### src/hw/rtl/lac_pkg.sv
// Shared types, codes and helpers for the LRU associative cache.
// No dependencies; lac_entry_mem, lac_scan and the top level import this package.
package lac_pkg;

   // Operation codes carried in the request word
   localparam logic OP_LOOKUP = 1'b0;
   localparam logic OP_INSERT = 1'b1;

   // Sequencer states
   typedef enum logic [1:0] {
      ST_IDLE,
      ST_SCAN,
      ST_WRITE
   } state_type;

   // Control from the sequencer to the compare/min unit
   typedef struct packed {
      logic clear;
      logic sample;
   } scan_ctl_type;

   // Control from the sequencer to the entry memory
   typedef struct packed {
      logic rd_en;
      logic wr_kv;
      logic wr_stamp;
   } mem_ctl_type;

   // Saturating 32-bit increment
   function automatic logic [31:0] sat_inc(input logic [31:0] v);
      return (v == 32'hFFFF_FFFF) ? v : v + 32'd1;
   endfunction

endpackage

### src/hw/rtl/lac_req_if.sv
// Request channel of the LRU associative cache: valid/ready plus payload.
// No dependencies.
interface lac_req_if;
   logic               valid;
   logic               ready;
   logic               op;
   logic signed [31:0] key;
   logic signed [31:0] value_in;

   modport source (output valid, output op, output key, output value_in, input ready);
   modport sink   (input valid, input op, input key, input value_in, output ready);
endinterface

### src/hw/rtl/lac_rsp_if.sv
// Response channel of the LRU associative cache: valid/ready plus payload.
// No dependencies.
interface lac_rsp_if;
   logic               valid;
   logic               ready;
   logic               hit;
   logic signed [31:0] value_out;
   logic [31:0]        hit_count;
   logic [31:0]        miss_count;

   modport source (output valid, output hit, output value_out, output hit_count,
                   output miss_count, input ready);
   modport sink   (input valid, input hit, input value_out, input hit_count,
                   input miss_count, output ready);
endinterface

### src/hw/rtl/lac_entry_mem.sv
// Entry store of the cache: key, value and stamp per slot, one write port,
// one registered read port. Depends on lac_pkg.
module lac_entry_mem
   import lac_pkg::*;
#(
   parameter int ENTRIES = 16,
   localparam int IDX_W = (ENTRIES > 1) ? $clog2(ENTRIES) : 1
) (
   input  logic               clock,
   input  mem_ctl_type        ctl,
   input  logic [IDX_W-1:0]   wr_addr,
   input  logic signed [31:0] wr_key,
   input  logic signed [31:0] wr_value,
   input  logic [31:0]        wr_stamp,
   input  logic [IDX_W-1:0]   rd_addr,
   output logic signed [31:0] rd_key,
   output logic signed [31:0] rd_value,
   output logic [31:0]        rd_stamp
);

   logic signed [31:0] key_mem   [ENTRIES];
   logic signed [31:0] value_mem [ENTRIES];
   logic [31:0]        stamp_mem [ENTRIES];

   logic signed [31:0] rd_key_ff;
   logic signed [31:0] rd_value_ff;
   logic [31:0]        rd_stamp_ff;

   // Write key/value on insert, stamp on any touch
   always_ff @(posedge clock) begin
      if (ctl.wr_kv) begin
         key_mem[wr_addr]   <= wr_key;
         value_mem[wr_addr] <= wr_value;
      end
      if (ctl.wr_stamp) begin
         stamp_mem[wr_addr] <= wr_stamp;
      end
   end

   // Registered read
   always_ff @(posedge clock) begin
      if (ctl.rd_en) begin
         rd_key_ff   <= key_mem[rd_addr];
         rd_value_ff <= value_mem[rd_addr];
         rd_stamp_ff <= stamp_mem[rd_addr];
      end
   end

   assign rd_key   = rd_key_ff;
   assign rd_value = rd_value_ff;
   assign rd_stamp = rd_stamp_ff;

endmodule

### src/hw/rtl/lac_scan.sv
// Shared compare unit: one entry per sample, tracks the first valid key
// match and the oldest stamp (lowest index on ties). Depends on lac_pkg.
module lac_scan
   import lac_pkg::*;
#(
   parameter int ENTRIES = 16,
   localparam int IDX_W = (ENTRIES > 1) ? $clog2(ENTRIES) : 1
) (
   input  logic               clock,
   input  logic               reset,
   input  scan_ctl_type       ctl,
   input  logic [IDX_W-1:0]   idx,
   input  logic               entry_valid,
   input  logic signed [31:0] req_key,
   input  logic signed [31:0] entry_key,
   input  logic signed [31:0] entry_value,
   input  logic [31:0]        entry_stamp,
   output logic               found,
   output logic [IDX_W-1:0]   match_idx,
   output logic signed [31:0] match_value,
   output logic [IDX_W-1:0]   lru_idx
);

   logic               found_ff, found_in;
   logic               seen_ff, seen_in;
   logic [IDX_W-1:0]   match_idx_ff, match_idx_in;
   logic signed [31:0] match_value_ff, match_value_in;
   logic [31:0]        best_stamp_ff, best_stamp_in;
   logic [IDX_W-1:0]   lru_idx_ff, lru_idx_in;
   logic               is_match;
   logic               is_older;

   assign is_match = entry_valid && (entry_key == req_key);
   assign is_older = !seen_ff || (entry_stamp < best_stamp_ff);

   // Compare the sampled entry against the running results
   always_comb begin
      found_in       = found_ff;
      seen_in        = seen_ff;
      match_idx_in   = match_idx_ff;
      match_value_in = match_value_ff;
      best_stamp_in  = best_stamp_ff;
      lru_idx_in     = lru_idx_ff;
      if (ctl.clear) begin
         found_in = 1'b0;
         seen_in  = 1'b0;
      end else if (ctl.sample) begin
         seen_in = 1'b1;
         if (!found_ff && is_match) begin
            found_in       = 1'b1;
            match_idx_in   = idx;
            match_value_in = entry_value;
         end
         if (is_older) begin
            best_stamp_in = entry_stamp;
            lru_idx_in    = idx;
         end
      end
   end

   always_ff @(posedge clock) begin
      if (reset) begin
         found_ff <= 1'b0;
         seen_ff  <= 1'b0;
      end else begin
         found_ff <= found_in;
         seen_ff  <= seen_in;
      end
   end

   always_ff @(posedge clock) begin
      match_idx_ff   <= match_idx_in;
      match_value_ff <= match_value_in;
      best_stamp_ff  <= best_stamp_in;
      lru_idx_ff     <= lru_idx_in;
   end

   assign found       = found_ff;
   assign match_idx   = match_idx_ff;
   assign match_value = match_value_ff;
   assign lru_idx     = lru_idx_ff;

endmodule

### src/hw/rtl/lru_assoc_cache_top.sv
// Top level of the LRU associative cache; instantiates lac_entry_mem and
// lac_scan. Depends on lac_pkg, lac_req_if and lac_rsp_if.

// Fully associative key/value cache with stamp-based LRU replacement. One
// request word (lookup or insert) is handled at a time: after acceptance the
// sequencer reads the active slots one per cycle through the single read port
// of the entry memory into a shared compare unit, then, in the write state,
// does write-back and loads the response register. The request side is ready
// again while an earlier response word still waits to be taken; write-back
// stalls only if that response has not left by then. Writing the active-entry
// register is legal only while the block is idle; a value of zero acts as one
// and a value above ENTRIES acts as ENTRIES. No clearing pass is needed after
// reset.
module lru_assoc_cache_top
   import lac_pkg::*;
#(
   parameter int ENTRIES = 16
) (
   input  logic        clock,
   input  logic        reset,
   input  logic        csr_wr_en,
   input  logic [4:0]  csr_wr_data,
   lac_req_if.sink     req_port,
   lac_rsp_if.source   rsp_port
);

   localparam int CNT_W = $clog2(ENTRIES + 1);
   localparam int IDX_W = (ENTRIES > 1) ? $clog2(ENTRIES) : 1;

   state_type          state_ff, state_in;
   logic [CNT_W-1:0]   active_n_ff, active_n_in;
   logic [CNT_W-1:0]   csr_n;
   logic [CNT_W-1:0]   idx_ff, idx_in;
   logic               rd_vld_ff;
   logic [IDX_W-1:0]   rd_idx_ff;
   logic [CNT_W-1:0]   filled_ff, filled_in;
   logic [ENTRIES-1:0] valid_ff, valid_in;
   logic [31:0]        time_ff, time_in;
   logic [31:0]        hits_ff, hits_in;
   logic [31:0]        misses_ff, misses_in;

   logic               op_ff;
   logic signed [31:0] key_ff;
   logic signed [31:0] value_ff;

   logic               rsp_valid_ff, rsp_valid_in;
   logic               rsp_hit_ff;
   logic signed [31:0] rsp_value_ff;
   logic               rsp_hit_in;
   logic signed [31:0] rsp_value_in;

   logic               accept;
   logic               out_free;
   logic               do_write;
   logic               scan_done;
   logic               is_fill;
   logic [IDX_W-1:0]   wr_slot;
   scan_ctl_type       scan_ctl;
   mem_ctl_type        mem_ctl;

   logic signed [31:0] rd_key;
   logic signed [31:0] rd_value;
   logic [31:0]        rd_stamp;
   logic               found;
   logic [IDX_W-1:0]   match_idx;
   logic signed [31:0] match_value;
   logic [IDX_W-1:0]   lru_idx;

   assign accept    = req_port.valid && req_port.ready;
   assign out_free  = !rsp_valid_ff || rsp_port.ready;
   assign scan_done = (idx_ff == active_n_ff);

   // Clamp the written active-entry count into 1..ENTRIES
   always_comb begin
      if (csr_wr_data == '0) begin
         csr_n = CNT_W'(1);
      end else if (32'(csr_wr_data) > 32'(ENTRIES)) begin
         csr_n = CNT_W'(ENTRIES);
      end else begin
         csr_n = CNT_W'(csr_wr_data);
      end
   end

   assign active_n_in = csr_wr_en ? csr_n : active_n_ff;

   // Next state
   always_comb begin
      state_in = state_ff;
      unique case (state_ff)
         ST_IDLE: begin
            if (req_port.valid) state_in = ST_SCAN;
         end
         ST_SCAN: begin
            if (scan_done) state_in = ST_WRITE;
         end
         ST_WRITE: begin
            if (out_free) state_in = ST_IDLE;
         end
         default: state_in = ST_IDLE;
      endcase
   end

   // Sequencer outputs
   always_comb begin
      req_port.ready   = 1'b0;
      scan_ctl.clear   = 1'b0;
      scan_ctl.sample  = rd_vld_ff;
      mem_ctl.rd_en    = 1'b0;
      do_write         = 1'b0;
      unique case (state_ff)
         ST_IDLE: begin
            req_port.ready = 1'b1;
            scan_ctl.clear = req_port.valid;
         end
         ST_SCAN: begin
            mem_ctl.rd_en = !scan_done;
         end
         ST_WRITE: begin
            do_write = out_free;
         end
         default: begin
            req_port.ready = 1'b0;
         end
      endcase
      mem_ctl.wr_kv    = do_write && (op_ff == OP_INSERT);
      mem_ctl.wr_stamp = do_write && ((op_ff == OP_INSERT) || found);
   end

   // Advance the scan index while reads are issued
   always_comb begin
      if (state_ff == ST_IDLE) begin
         idx_in = '0;
      end else if (mem_ctl.rd_en) begin
         idx_in = idx_ff + CNT_W'(1);
      end else begin
         idx_in = idx_ff;
      end
   end

   // Pick the slot to write: match, then next free, then oldest
   assign is_fill = (op_ff == OP_INSERT) && !found && (filled_ff < active_n_ff);

   always_comb begin
      if (found) begin
         wr_slot = match_idx;
      end else if (is_fill) begin
         wr_slot = filled_ff[IDX_W-1:0];
      end else begin
         wr_slot = lru_idx;
      end
   end

   // Write-back of time, counters, fill count and valid bits
   always_comb begin
      time_in      = time_ff;
      hits_in      = hits_ff;
      misses_in    = misses_ff;
      filled_in    = filled_ff;
      valid_in     = valid_ff;
      rsp_hit_in   = 1'b0;
      rsp_value_in = '0;
      if (do_write) begin
         if (mem_ctl.wr_stamp) begin
            time_in = sat_inc(time_ff);
         end
         if (op_ff == OP_LOOKUP) begin
            if (found) begin
               hits_in      = sat_inc(hits_ff);
               rsp_hit_in   = 1'b1;
               rsp_value_in = match_value;
            end else begin
               misses_in = sat_inc(misses_ff);
            end
         end else begin
            valid_in = valid_ff | (ENTRIES'(1) << wr_slot);
            if (is_fill) begin
               filled_in = filled_ff + CNT_W'(1);
            end
         end
      end
   end

   // Hold the response word until taken
   always_comb begin
      if (do_write) begin
         rsp_valid_in = 1'b1;
      end else if (rsp_port.ready) begin
         rsp_valid_in = 1'b0;
      end else begin
         rsp_valid_in = rsp_valid_ff;
      end
   end

   // Control registers
   always_ff @(posedge clock) begin
      if (reset) begin
         state_ff     <= ST_IDLE;
         active_n_ff  <= CNT_W'(ENTRIES);
         idx_ff       <= '0;
         rd_vld_ff    <= 1'b0;
         filled_ff    <= '0;
         valid_ff     <= '0;
         time_ff      <= '0;
         hits_ff      <= '0;
         misses_ff    <= '0;
         rsp_valid_ff <= 1'b0;
      end else begin
         state_ff     <= state_in;
         active_n_ff  <= active_n_in;
         idx_ff       <= idx_in;
         rd_vld_ff    <= mem_ctl.rd_en;
         filled_ff    <= filled_in;
         valid_ff     <= valid_in;
         time_ff      <= time_in;
         hits_ff      <= hits_in;
         misses_ff    <= misses_in;
         rsp_valid_ff <= rsp_valid_in;
      end
   end

   // Payload registers
   always_ff @(posedge clock) begin
      rd_idx_ff <= idx_ff[IDX_W-1:0];
      if (accept) begin
         op_ff    <= req_port.op;
         key_ff   <= req_port.key;
         value_ff <= req_port.value_in;
      end
      if (do_write) begin
         rsp_hit_ff   <= rsp_hit_in;
         rsp_value_ff <= rsp_value_in;
      end
   end

   assign rsp_port.valid      = rsp_valid_ff;
   assign rsp_port.hit        = rsp_hit_ff;
   assign rsp_port.value_out  = rsp_value_ff;
   assign rsp_port.hit_count  = hits_ff;
   assign rsp_port.miss_count = misses_ff;

   lac_entry_mem #(
      .ENTRIES (ENTRIES)
   ) u_mem (
      .clock    (clock),
      .ctl      (mem_ctl),
      .wr_addr  (wr_slot),
      .wr_key   (key_ff),
      .wr_value (value_ff),
      .wr_stamp (time_in),
      .rd_addr  (idx_ff[IDX_W-1:0]),
      .rd_key   (rd_key),
      .rd_value (rd_value),
      .rd_stamp (rd_stamp)
   );

   lac_scan #(
      .ENTRIES (ENTRIES)
   ) u_scan (
      .clock       (clock),
      .reset       (reset),
      .ctl         (scan_ctl),
      .idx         (rd_idx_ff),
      .entry_valid (valid_ff[rd_idx_ff]),
      .req_key     (key_ff),
      .entry_key   (rd_key),
      .entry_value (rd_value),
      .entry_stamp (rd_stamp),
      .found       (found),
      .match_idx   (match_idx),
      .match_value (match_value),
      .lru_idx     (lru_idx)
   );

   // Fill count never passes the built slot count
   a_filled_bound: assert property (@(posedge clock) disable iff (reset)
      32'(filled_ff) <= 32'(ENTRIES))
      else $error("fill count above slot count");

   // An accepted word always starts a scan
   a_accept_scan: assert property (@(posedge clock) disable iff (reset)
      accept |=> (state_ff == ST_SCAN) && (idx_ff == '0))
      else $error("accepted word did not start a scan");

   // A response is loaded only with the output register free
   a_no_overwrite: assert property (@(posedge clock) disable iff (reset)
      do_write |-> (!rsp_valid_ff || rsp_port.ready))
      else $error("response overwritten before taken");

   // Hit counter never steps back outside reset
   a_hits_mono: assert property (@(posedge clock) disable iff (reset)
      !$past(reset) |-> hits_ff >= $past(hits_ff))
      else $error("hit counter decreased");

endmodule
### src/flat_wrapper.sv
// flat-port wrapper written by rule: the top's interface ports become plain ports
module lru_assoc_cache_top_flat import lac_pkg::*;
#(
   parameter int ENTRIES = 16
)
  (clock, reset, csr_wr_en, csr_wr_data, req_port_valid, req_port_op, req_port_key, req_port_value_in, req_port_ready, rsp_port_valid, rsp_port_hit, rsp_port_value_out, rsp_port_hit_count, rsp_port_miss_count, rsp_port_ready);
  lac_req_if req_port_i ();
  lac_rsp_if rsp_port_i ();
  input  logic clock;
  input  logic reset;
  input  logic csr_wr_en;
  input  logic [4:0] csr_wr_data;
  input wire logic [$bits(req_port_i.valid)-1:0] req_port_valid;
  input wire logic [$bits(req_port_i.op)-1:0] req_port_op;
  input wire logic [$bits(req_port_i.key)-1:0] req_port_key;
  input wire logic [$bits(req_port_i.value_in)-1:0] req_port_value_in;
  output wire logic [$bits(req_port_i.ready)-1:0] req_port_ready;
  output wire logic [$bits(rsp_port_i.valid)-1:0] rsp_port_valid;
  output wire logic [$bits(rsp_port_i.hit)-1:0] rsp_port_hit;
  output wire logic [$bits(rsp_port_i.value_out)-1:0] rsp_port_value_out;
  output wire logic [$bits(rsp_port_i.hit_count)-1:0] rsp_port_hit_count;
  output wire logic [$bits(rsp_port_i.miss_count)-1:0] rsp_port_miss_count;
  input wire logic [$bits(rsp_port_i.ready)-1:0] rsp_port_ready;
  assign req_port_i.valid = req_port_valid;
  assign req_port_i.op = req_port_op;
  assign req_port_i.key = req_port_key;
  assign req_port_i.value_in = req_port_value_in;
  assign req_port_ready = req_port_i.ready;
  assign rsp_port_valid = rsp_port_i.valid;
  assign rsp_port_hit = rsp_port_i.hit;
  assign rsp_port_value_out = rsp_port_i.value_out;
  assign rsp_port_hit_count = rsp_port_i.hit_count;
  assign rsp_port_miss_count = rsp_port_i.miss_count;
  assign rsp_port_i.ready = rsp_port_ready;
  lru_assoc_cache_top #(.ENTRIES(ENTRIES)) u_core (.clock(clock), .reset(reset), .csr_wr_en(csr_wr_en), .csr_wr_data(csr_wr_data), .req_port(req_port_i), .rsp_port(rsp_port_i));
endmodule
### config.mk
export PLATFORM = sky130hd
export DESIGN_NAME = lru_assoc_cache_top_flat
export DESIGN_NICKNAME = d
export VERILOG_FILES = /design/src/hw/rtl/lac_pkg.sv /design/src/hw/rtl/lac_req_if.sv /design/src/hw/rtl/lac_rsp_if.sv /design/src/hw/rtl/lac_entry_mem.sv /design/src/hw/rtl/lac_scan.sv /design/src/hw/rtl/lru_assoc_cache_top.sv /design/src/flat_wrapper.sv
export SDC_FILE = /design/constraint.sdc
export NUM_CORES = 2
export LEC_CHECK = 0
export BUFFER_PORTS_ARGS = -buffer_cell sky130_fd_sc_hd__buf_2
export CORE_MARGIN = 5
export CORE_UTILIZATION = 45
export CTS_BUF_LIST = sky130_fd_sc_hd__clkbuf_8
export DETAILED_ROUTE_END_ITERATION = 12
export HOLD_SLACK_MARGIN = 0.08
export MAX_ROUTING_LAYER = met4
export SYNTH_ARGS = -nofsm -noshare
export SYNTH_HDL_FRONTEND = slang
export SYNTH_SLANG_ARGS = --single-unit
### constraint.sdc
create_clock -name clock -period 7.4 [get_ports clock]
set_clock_uncertainty 0.2 [all_clocks]
set_input_delay 0.74 -clock clock [delete_from_list [all_inputs] [get_ports clock]]
set_output_delay 0.74 -clock clock [all_outputs]
set_load 0.01 [all_outputs]
==> metrics.md <==
| Metric | Value |
|---|---|
| Status | complete, no violations |
| Finish-stage setup viols | 0 |
| Setup Fix Bufs, Post-CTS | 0 |
| Gr usage total | 0.1947 |
| # port buffers | 173 |
| Layout cells sized above 1 | 0.2903 |
| I/O Pins | 174 |
| Worst Setup Slack post-DPL | 2.766 ns |
| Yosys cell types | 66 |
| Syn. warnings | 0 |
| Placed Cells | 5654 |
| RSZ-0062 raised after global routing | false |
| Standard-cell rows | 148 |
| Worst-Skew Late Latency | 1.02 ns |
| Clock transition at path regs | 0.06 ns |
| Synth top area share | 0.7353 |
| Critical Path Sink Type | flip-flop |
| Die Area | 171700 um^2 |
| MaxCap Viol Count | 0 |
| Number of fill cells | 12900 |
| Final Hold Viols | 0 |
| Critical Path AT | 5.03 ns |
| Max-slew violation total from the final report | 0 |
| EDFF count, synth | 1802 |
| Largest area contributor in the netlist | edfxtp_1 |
| Starting Density | 0.4526 |
| Cells after Synth | 3371 |
| Grt ovf | 0 |
| Leak | 26.90 nW |
| Vias per inst | 5.514 |
| Cell Area, Synth | 73590 um^2 |
| Hold crit path type | flip-flop to flip-flop |
| Max Fclk | 214.5 MHz |
| Slew HR | 0.07992 |
| Syn avg cell area | 21.83 um^2 |
| Vias in the first global route | 36410 |
| Worst path slowest cell | nor2_4 |
| Area Overhead vs Synth | 14.38% |
| Routability cong. | 0.7829 |
| Top area cells in the synthesized netlist | edfxtp_1 74%, mux4_2 15%, dfxtp_1 3.7% |
| Crit Path Class | flip-flop to flip-flop |
| Max VDD drop | 0.1941 mV |
| Sw Share | 0.2076 |
| Setup TNS | 0 ns |
| Worst-path maximum fanout | 45 |
| Depth of the CTS H-tree | 5 |
| Cts bufs inserted | 328 |
| First-pass GRT wire length | 242400 um |
| Initial antenna violation count | 5 |
| Combinational Power Share | 0.018 |
| WP data required | 7.76 ns |
| Yosys reg bits | 1939 |
| Sequential area share after synthesis | 0.7726 |
| Clock network power share | 0.409 |
| Crit-path max cell delay | 0.83 ns |
| Drt pass-1 iters | 7 |
| Design area | 84170 um^2 |
| Post-Synth Adder-Cell Area | 0.006801 |
| Critical path, cell by cell | ha_1, a211oi_1, o21ai_1, a211o_1, mux2i_1, nand3_1, nor2_4, buf_4 |
| Final core occ | 0.5177 |
| Clock buffer depth | 4 |
| Reg power frac | 0.573 |
| Fraction of registers with async set/reset | 0 |
| Post-placement cell area | 77550 um^2 |
| Post-route DRC | 0 |
| Time the worst path needs with I/O delays and setup | 4.663 ns |
| Post-Syn Nets | 3486 |
| Post-Synth Simple-Gate Area | 0.03535 |
| Mux share of post-synthesis cell area | 0.1499 |
| Internal | 16.81 mW |
| HPWL Detailed | 85810 um |
| Post-synthesis compound-gate area fraction | 0.009794 |
| Cell Pwr Density | 252.0 nW/um^2 |
| Routed Antenna Nets | 0 |
| TritonCTS clock tree | done |
| Die width | 414.4 um |
| Die Y | 414.4 um |
| Synth Area in XOR/XNOR | 0.01512 |
| P_sw | 4.403 mW |
| TritonCTS Sinks | 1939 |
| Final period utilization | 0.6301 |
| Fin nets | 4001 |
| Worst setup margin | 2.737 ns |
| Startpoint class of the critical path | flip-flop |
| Routed len/inst | 25.98 um |
| Routed WL | 163100 um |
| Worst-margin pin slew | 1.370 ns |
| Largest net degree at the start of global routing | 138 |
| 1st-iter DRT viols | 2936 |
| Largest family of logic cells by synthesized area | multiplexers |
| Non-Filler Instances | 6277 |
| Root Driver | clkbuf_8 |
| Vias | 34610 |
| CORE AREA | 162600 um^2 |
| Top FF cell, synth | edfxtp_1 |
==> power groups by stage <==
stage	combinational [mW]	sequential, mW	clock (mW)
after floorplan	0.217	12.3	0
after global placement	0.350	12.4	0
after detailed placement	0.352	12.4	0
after CTS	0.386	12.2	8.95
after global routing	0.406	12.2	9.50
final	0.375	12.2	8.69
==> layout make-up <==
class                           instances  area [um^2]  area share
Sequential cell                      1939        56870      0.6756
Multi-Input combinational cell       1242        16230      0.1928
Clock buffer                          353         4858     0.05772
Tap cell                             2175         2721     0.03233
Timing Repair Buffer                  324         2307     0.02741
Clock inverter                        190        987.2     0.01173
Inverter                               51        191.4    0.002274
Antenna cell                            3        7.507  0.00008919
==> kinds of logic (layout without fill, tap and decap cells) <==
logic type                 after synthesis  count (layout)
muxes                                  496             496
and+or+nand+nor                        479             479
AOI/OAI and AO/OA                      100             100
other                                    0               3
xor gates and xnor gates               127             127
DFF                                   1939            1939
adders and majority gates               40              40
buffers and inverters                  190             918
==> stage by stage <==
stage | total power [mW] | hold slack [ns]
floorplan | 12.55 | 0.1258
global placement | 12.73 | 0.2038
detailed placement | 12.74 | 0.2062
CTS | 21.49 | 0.1042
global route | 22.07 | 0.1451
finish | 21.22 | 0.2184
==> worst paths after layout <==
path / depth (start not counted) / to / start / slack (ns)
max: 8 / u_core.u_mem.key_mem[10][18]$_DFFE_PP_ / u_core.filled_ff[2]$_SDFFE_PP0P_ / 2.74
min: 0 / u_core.u_scan.match_value[1]$_DFFE_PP_ / u_core.u_mem.rd_value[1]$_DFFE_PP_ / 0.22
max reg2reg: 8 / u_core.u_mem.key_mem[10][18]$_DFFE_PP_ / u_core.filled_ff[2]$_SDFFE_PP0P_ / 2.74
min reg2reg: 0 / u_core.u_scan.match_value[1]$_DFFE_PP_ / u_core.u_mem.rd_value[1]$_DFFE_PP_ / 0.22
==> cell usage after synthesis (13+ instances only) <==
cell      count
nand2b_1     20
buf_1        14
dfxtp_1     137
nand2_1      50
nor4_1       13
xnor2_1      66
and4_1       15
xor2_1       61
nor3_1       36
mux4_2      484
nand3_1      50
nand4_1      39
buf_2        42
inv_1        51
and3_1       25
nor2_1      120
a21oi_1      25
edfxtp_1   1802
nor2b_1      40
clkbuf_1     82
ha_1         40
and2_1       37
==> state kept, by name, summed over array words and instances (netlist names), 5 cells and up <==
name                         flops
u_core.active_n_ff               5
u_core.filled_ff                 5
u_core.idx_ff                    5
u_core.key_ff                   32
u_core.rsp_port.hit_count       32
u_core.rsp_port.miss_count      32
u_core.rsp_port.value_out       32
u_core.time_ff                  32
u_core.u_mem.key_mem           512
u_core.u_mem.rd_key             32
u_core.u_mem.rd_stamp           32
u_core.u_mem.rd_value           32
u_core.u_mem.stamp_mem         512
u_core.u_mem.value_mem         512
u_core.u_scan.best_stamp_ff     32
u_core.u_scan.match_value       32
u_core.valid_ff                 16
u_core.value_ff                 32
==> worst max-delay path, delay by kind of cell (launching register included) <==
family | cells | cell delay [ns]
adder cells (fa/ha/maj) | 1 | 0.28
flip-flops | 1 | 0.43
AND/OR/NAND/NOR | 2 | 1.34
multiplexers | 1 | 0.22
buffers and inverters | 1 | 0.77
AO/OA/AOI/OAI | 3 | 0.90
==> cells in the final DEF (no fill, tap or decap), drive strengths merged, types with 7 or more instances in the layout <==
master / count
a21oi: 25
xnor2: 66
nor4: 17
mux4: 484
ha: 40
dlygate4sd3: 77
nand3: 50
o31ai: 9
o22ai: 9
a31oi: 7
o21ai: 11
buf: 247
mux2i: 9
bufinv: 8
a21o: 10
clkinv: 67
nand2: 50
nor2b: 40
and4: 15
nand4: 40
edfxtp: 1802
and3: 25
nor2: 120
dfxtp: 137
and2: 37
xor2: 61
clkbuf: 353
or3: 10
nor3: 39
inv: 162
nand2b: 20
==> per-layer routing <==
layer	global-route usage	routed length [um]
met1	0.2589	69380
met3	0.03521	7912
met5	-	0
met2	0.3145	82310
met4	0.05096	3478
==> repair_timing <==
| item | CTS | global route |
|---|---|---|
| endpoints found under the setup margin | 0 | 0 |
| gates resized for setup | 0 | 0 |
| endpoints found under the hold margin | 100 | 0 |
| hold buffers | 77 | 0 |
(Power assumes the default switching activity.)
